==> src/crq_pkg.sv <==
// shared types, constants and functions for the chord root and quality unit
package crq_pkg;

   localparam int PC_COUNT = 12;

   localparam int OP_W    = 1;
   localparam int SET_W   = 12;
   localparam int ROOT_W  = 4;
   localparam int PICK_W  = 8;
   localparam int QUAL_W  = 3;
   localparam int PROD_W  = PICK_W + ROOT_W;

   localparam logic [OP_W-1:0] OP_FIND_ROOT  = 1'b0;
   localparam logic [OP_W-1:0] OP_GIVEN_ROOT = 1'b1;

   localparam logic [QUAL_W-1:0] QUAL_NONE       = 3'd0;
   localparam logic [QUAL_W-1:0] QUAL_MINOR      = 3'd1;
   localparam logic [QUAL_W-1:0] QUAL_MAJOR      = 3'd2;
   localparam logic [QUAL_W-1:0] QUAL_DIMINISHED = 3'd3;
   localparam logic [QUAL_W-1:0] QUAL_AUGMENTED  = 3'd4;

   // interval distances in semitones
   localparam int IV_MIN3 = 3;
   localparam int IV_MAJ3 = 4;
   localparam int IV_DIM5 = 6;
   localparam int IV_P5   = 7;
   localparam int IV_AUG5 = 8;

   typedef struct packed {
      logic [OP_W-1:0]   operation;
      logic [SET_W-1:0]  pitch_set;
      logic [ROOT_W-1:0] given_root;
      logic [PICK_W-1:0] pick;
   } crq_req_type;

   // index wrap for constant loop positions below two octaves of pitch classes
   function automatic int wrap12(input int v);
      return (v >= PC_COUNT) ? v - PC_COUNT : v;
   endfunction

   function automatic logic [ROOT_W-1:0] popcount12(input logic [SET_W-1:0] v);
      logic [ROOT_W-1:0] sum;
      sum = '0;
      for (int i = 0; i < SET_W; i++) begin
         sum = sum + ROOT_W'(v[i]);
      end
      return sum;
   endfunction

   // notes with the highest third-plus-fifth score
   function automatic logic [SET_W-1:0] top_scorers(input logic [SET_W-1:0] set);
      logic [SET_W-1:0] score2;
      logic [SET_W-1:0] score1;
      logic             third;
      logic             fifth;
      score2 = '0;
      score1 = '0;
      for (int n = 0; n < PC_COUNT; n++) begin
         third     = set[wrap12(n + IV_MIN3)] | set[wrap12(n + IV_MAJ3)];
         fifth     = set[wrap12(n + IV_P5)];
         score2[n] = set[n] & third & fifth;
         score1[n] = set[n] & (third ^ fifth);
      end
      if (|score2) begin
         return score2;
      end else if (|score1) begin
         return score1;
      end
      return set;
   endfunction

   // drop candidates a third, tritone, fifth or aug fifth above another candidate, unless all would go
   function automatic logic [SET_W-1:0] filter_cands(input logic [SET_W-1:0] cand);
      logic [SET_W-1:0] kept;
      logic             drop;
      kept = '0;
      for (int c = 0; c < PC_COUNT; c++) begin
         drop = cand[wrap12(c + PC_COUNT - IV_MIN3)] |
                cand[wrap12(c + PC_COUNT - IV_MAJ3)] |
                cand[wrap12(c + PC_COUNT - IV_DIM5)] |
                cand[wrap12(c + PC_COUNT - IV_P5)]   |
                cand[wrap12(c + PC_COUNT - IV_AUG5)];
         kept[c] = cand[c] & ~drop;
      end
      return (|kept) ? kept : cand;
   endfunction

   // is the note k semitones above root sounding (root below 12)
   function automatic logic above_root(input logic [SET_W-1:0] set,
                                       input logic [ROOT_W-1:0] root,
                                       input int k);
      logic [ROOT_W:0] pos;
      pos = (ROOT_W+1)'(root) + (ROOT_W+1)'(k);
      if (pos >= (ROOT_W+1)'(PC_COUNT)) begin
         pos = pos - (ROOT_W+1)'(PC_COUNT);
      end
      return set[pos[ROOT_W-1:0]];
   endfunction

   function automatic logic [QUAL_W-1:0] chord_quality(input logic [SET_W-1:0] set,
                                                       input logic [ROOT_W-1:0] root);
      logic m3;
      logic maj3;
      logic d5;
      logic p5;
      logic a5;
      m3   = above_root(set, root, IV_MIN3);
      maj3 = above_root(set, root, IV_MAJ3);
      d5   = above_root(set, root, IV_DIM5);
      p5   = above_root(set, root, IV_P5);
      a5   = above_root(set, root, IV_AUG5);
      if (p5) begin
         return m3 ? QUAL_MINOR : (maj3 ? QUAL_MAJOR : QUAL_NONE);
      end
      if (d5)   return QUAL_DIMINISHED;
      if (a5)   return QUAL_AUGMENTED;
      if (m3)   return QUAL_MINOR;
      if (maj3) return QUAL_MAJOR;
      return QUAL_NONE;
   endfunction

endpackage

==> src/chord_root_and_quality_unit.sv <==
// top level: chord root and quality finder with registered request and response
// Names the root and quality of a 12-bit pitch-class set. A request is taken on
// every clock edge where start is high; busy is never raised, so one request per
// cycle is sustained. Each response passes through the request register and then
// the response register and is shown for a single cycle with rsp_strobe high;
// the receiver must take it then, as there is no way to hold it off. In find-root
// mode (operation 0) the root comes from a third/fifth scoring of the notes, a
// filter on the top scorers and a choice among the survivors set by pick; in
// given-root mode (operation 1) the supplied root is used and candidate_set is
// zero. An empty set, or a given root of 12 or more, gives rsp_valid_res low and
// all other fields zero.
module chord_root_and_quality_unit
   import crq_pkg::*;
(
   input  logic              clock,
   input  logic              reset,
   input  logic              start,
   output logic              busy,
   input  logic [OP_W-1:0]   req_operation,
   input  logic [SET_W-1:0]  req_pitch_set,
   input  logic [ROOT_W-1:0] req_given_root,
   input  logic [PICK_W-1:0] req_pick,
   output logic              rsp_strobe,
   output logic              rsp_valid_res,
   output logic [ROOT_W-1:0] rsp_root_note,
   output logic [QUAL_W-1:0] rsp_quality,
   output logic [SET_W-1:0]  rsp_candidate_set
);

   // request register
   crq_req_type req_ff;
   logic        req_valid_ff;

   // response register
   logic              rsp_strobe_ff;
   logic              rsp_valid_ff,  rsp_valid_in;
   logic [ROOT_W-1:0] rsp_root_ff,   rsp_root_in;
   logic [QUAL_W-1:0] rsp_qual_ff,   rsp_qual_in;
   logic [SET_W-1:0]  rsp_cands_ff,  rsp_cands_in;

   // find-root datapath
   logic [SET_W-1:0]  cands;
   logic [ROOT_W-1:0] cand_count;
   logic [PROD_W-1:0] pick_prod;
   logic [ROOT_W-1:0] pick_idx;
   logic [ROOT_W-1:0] found_root;
   logic [ROOT_W-1:0] sel_root;

   // no back pressure: the pipeline advances every cycle
   assign busy = 1'b0;

   always_ff @(posedge clock) begin
      if (reset) begin
         req_valid_ff  <= 1'b0;
         rsp_strobe_ff <= 1'b0;
      end else begin
         req_valid_ff  <= start & ~busy;
         rsp_strobe_ff <= req_valid_ff;
      end
   end

   always_ff @(posedge clock) begin
      if (start & ~busy) begin
         req_ff.operation  <= req_operation;
         req_ff.pitch_set  <= req_pitch_set;
         req_ff.given_root <= req_given_root;
         req_ff.pick       <= req_pick;
      end
   end

   // candidates: top scorers, then drop those stacked over another candidate
   assign cands      = filter_cands(top_scorers(req_ff.pitch_set));
   assign cand_count = popcount12(cands);

   // survivor index = (pick * count) >> 8, below count whenever count is nonzero
   assign pick_prod  = PROD_W'(req_ff.pick) * PROD_W'(cand_count);
   assign pick_idx   = pick_prod[PROD_W-1:PICK_W];

   // the selected candidate is the one with exactly pick_idx candidates below it
   always_comb begin
      logic [SET_W-1:0] below_mask;
      found_root = '0;
      for (int n = 0; n < PC_COUNT; n++) begin
         below_mask = (SET_W'(1) << n) - SET_W'(1);
         if (cands[n] && (popcount12(cands & below_mask) == pick_idx)) begin
            found_root = found_root | ROOT_W'(n);
         end
      end
   end

   // response fields
   always_comb begin
      rsp_valid_in = 1'b0;
      sel_root     = '0;
      rsp_cands_in = '0;
      if (|req_ff.pitch_set) begin
         unique case (req_ff.operation)
            OP_GIVEN_ROOT: begin
               if (req_ff.given_root < ROOT_W'(PC_COUNT)) begin
                  rsp_valid_in = 1'b1;
                  sel_root     = req_ff.given_root;
               end
            end
            OP_FIND_ROOT: begin
               rsp_valid_in = 1'b1;
               sel_root     = found_root;
               rsp_cands_in = cands;
            end
            default: begin
               rsp_valid_in = 1'b0;
            end
         endcase
      end
      rsp_root_in = sel_root;
      rsp_qual_in = rsp_valid_in ? chord_quality(req_ff.pitch_set, sel_root) : QUAL_NONE;
   end

   always_ff @(posedge clock) begin
      if (req_valid_ff) begin
         rsp_valid_ff <= rsp_valid_in;
         rsp_root_ff  <= rsp_root_in;
         rsp_qual_ff  <= rsp_qual_in;
         rsp_cands_ff <= rsp_cands_in;
      end
   end

   assign rsp_strobe        = rsp_strobe_ff;
   assign rsp_valid_res     = rsp_valid_ff;
   assign rsp_root_note     = rsp_root_ff;
   assign rsp_quality       = rsp_qual_ff;
   assign rsp_candidate_set = rsp_cands_ff;

endmodule

==> config.mk <==
export PLATFORM = sky130hd
export DESIGN_NAME = chord_root_and_quality_unit
export DESIGN_NICKNAME = d
export VERILOG_FILES = /design/src/crq_pkg.sv /design/src/chord_root_and_quality_unit.sv
export SDC_FILE = /design/constraint.sdc
export NUM_CORES = 1
export LEC_CHECK = 0
export CORE_MARGIN = 10
export CORE_UTILIZATION = 60
export DETAILED_ROUTE_END_ITERATION = 8
export DONT_BUFFER_PORTS = 1
export GPL_TIMING_DRIVEN = 0
export PLACE_DENSITY = 0.84
export SLEW_MARGIN = 25
export SYNTH_ARGS = -nofsm -noshare
export SYNTH_HDL_FRONTEND = slang
export SYNTH_SLANG_ARGS = --single-unit
==> constraint.sdc <==
create_clock -name clock -period 14.95 [get_ports clock]
set_input_delay 2.99 -clock clock [delete_from_list [all_inputs] [get_ports clock]]
set_output_delay 2.99 -clock clock [all_outputs]
set_load 0.01 [all_outputs]
==> reports/qor.yml <==
setup_path:
  crit_top_cell: "ha_1"
  crit_required_ns: 15.11
  crit_path_end: "rsp_quality[0]"
  cp_max_fo: 14
  r2r_end: "rsp_quality[0]"
  ff2ff_path_depth: 57
  max_stage_delay_ns: 0.55
  cp-start-kind: "flip-flop"
  r2r_slack_ns: 0.62
  critPathLaunch: "req_ff[19]"
  crit_type: "reg2reg"
  r2r-start: "req_ff[19]"
  arrival_ns: 14.49
  crit_slowest_cell: "or4_4"
  crit_path_end_kind: "flip-flop"
sta:
  rsz0062_at_grt: "false"
  worst_pin_slew_ns: 0.834
  hold_viol: 0
  min_period_ns: 14.33
  relSlewSlack_pct: 44.3
  drv_slew: 0
  postLayoutSetupSlackWorst_ns: 0.616
  max_freq_ghz: 0.0698
  finalSetupViolations: 0
  fin_skew_ns: 0.00616
  min_period_over_period_pct: 95.9
clocking:
  clock_latency_ns: 0.30
  cts.sinks: 47
  cts_htree_levels: 2
  numCtsBuffers: 5
  cts_tree: "yes"
  cts-root-buf: "clkbuf_8"
  clk_pin_slew_worst_paths_ns: 0.08
  clockBufferDepth: 2
  ctsHoldBuffers: 0
global_route:
  gr-total-overflow: 0
  grt_use_total_pct: 23.3
  grt_first_pass_wirelength_um: 29200
  grt_pass1_vias: 5845
  grt_antenna_before_repair: 0
  grt_max_degree: 27
yosys:
  ys_warn_count: 0
  synth_top_area_cell: "edfxtp_1"
  synth_edf_count: 45
  syn-mean-instance-area_um2: 8.76
  synth-seq-area-share_pct: 21.4
  synth_top_cell_area_share_pct: 20.8
  netlist_area_mm2: 0.00649
  synth_ff_type: "edfxtp_1"
  async_flop_share_pct: 0
  synthCells: 741
  yosysUniqueCellTypes: 103
  synth_fp_nets: 828
  netlist_top_cells_area: "edfxtp_1 (21%), ha_1 (9.1%), and2_1 (4.0%), mux2i_1 (4.0%), fa_1 (3.7%)"
  ys_ff_latch: 47
route:
  drt-total-wl_um: 18800
  drt_iter0_markers: 536
  vias_per_cell: 6.73
  drc_errors: 0
  firstDrtPassIters: 5
  final_antenna_net_count: 0
  vias: 6127
  wl_per_cell_um: 20.6
cells_and_area:
  n_antenna_cell: 0
  drive_gt1_share_pct: 20.3
  nets: 860
  fillers: 810
  syn_to_final_growth_pct: 12.2
  stdcell_area_mm2: 0.00728
floorplanning:
  die_w_um: 124
  initial_utilization_pct: 62.3
  dieArea_mm2: 0.0154
  rows: 37
  die_h_um: 124
  num_io_pins: 50
  coreArea_mm2: 0.0104
flow_run:
  maxCapViolations: 0
placed_design:
  place.gp.congestion: 0.999
  portBuffers: 0
  place_area_mm2: 0.00666
  preCtsSetupSlack_ns: -1.40
  dp_hpwl_um: 14300
hold_path:
  min_path_type: "reg2reg"
outcome:
  status: "completed"
[worst min path at each step]
stage                            start                to  slack (ns)  depth (start not counted)
after floorplan             req_ff[10]    rsp_quality[2]        0.72                          3
after global placement    req_valid_ff     rsp_valid_res        0.81                          0
after detailed placement  req_valid_ff  rsp_root_note[1]        0.86                          0
after CTS                 req_valid_ff  rsp_root_note[2]        0.88                          0
after global routing      req_valid_ff     rsp_valid_res        0.93                          0
final                     req_valid_ff  rsp_root_note[2]        0.87                          0
[layout make-up]
class	count	area (um2)	area share [%]
clock buffer	7	76.3	1.05
buffer	39	225	3.09
multi-input combinational	609	5030	69.1
inverter	44	165	2.27
sequential	47	1390	19.1
timing repair buffer	27	215	2.96
clock inverter	1	5.00	0.0688
tap	136	170	2.34
[registers in the layout, summed over array words and instances (netlist names)]
| signal | cells |
|---|---|
| rsp_quality | 3 |
| rsp_strobe | 1 |
| rsp_valid_res | 1 |
| rsp_candidate_set | 12 |
| req_ff | 25 |
| rsp_root_note | 4 |
| req_valid_ff | 1 |
[cell usage in the layout (no fill, tap or decap), drive strengths merged, types with 17 or more instances in the layout]
master  synthesis  layout
inv            44      44
xnor2          30      30
mux2i          26      26
ha             47      47
clkbuf         18      26
buf            23      47
edfxtp         45      45
nand3          20      20
xor2           26      26
nand2          51      51
o21ai          43      43
and2           42      42
a21oi          38      38
nor2           41      41
a31oi          17      17
[cell families after synthesis]
kind of cell / share of synthesized area (%)
muxes: 5.22
and+or+nand+nor: 22.1
other: 0.0578
DFF: 21.4
buffers and inverters: 5.84
adders and majority gates: 13.2
AOI/OAI and AO/OA: 23.1
xor gates and xnor gates: 9.10
[worst max-delay path: cells and delay by family (launching register included)]
kind,cells,cell delay (ns)
AO/OA/AOI/OAI,20,3.71
XOR/XNOR,5,1.20
adder cells (fa/ha/maj),16,5.23
buffers and inverters,6,0.97
flip-flops,1,0.40
AND/OR/NAND/NOR,10,2.65
[stage by stage]
step	std cells	util [%]	setup TNS, ns	hold WS [ns]
final	910	69.9	0	0.868
after global routing	910	69.9	0	0.927
after CTS	896	66.7	0	0.875
after detailed placement	877	63.9	-4.13	0.859
after global placement	877	63.9	-2.53	0.809
after floorplan	741	-	0	0.724
[synth_stat cells (all sizes together), types with 10 or more instances]
cell type / n
nand3: 20
nor3: 14
inv: 44
xor2: 26
o211ai: 10
clkbuf: 18
a21oi: 38
mux2i: 26
a211oi: 10
and3: 12
fa: 12
ha: 47
nand2: 51
o21ai: 43
or3: 14
and2: 42
xnor2: 30
nand4: 13
buf: 23
nor2: 41
edfxtp: 45
a31oi: 17
[timing repair]
action	in CTS	in global routing
gates resized for setup	24	49
buffers inserted	11	16
setup endpoints to repair	3	3
pin swaps	11	14
[routing by layer]
| layer | track usage (%) | up-vias | share of wire, % |
|---|---|---|---|
| met3 | 4.84 | 55 | 8.8 |
| li1 | - | 2788 | - |
| met1 | 29.0 | 2950 | 41 |
| met2 | 39.3 | 334 | 47 |
| met4 | 7.77 | 0 | 3.0 |
| met5 | 0 | - | 0 |
Power is left out: the tool's default activity adds up to more than one toggle a clock period on the data nets, which glitch-free logic cannot reach.
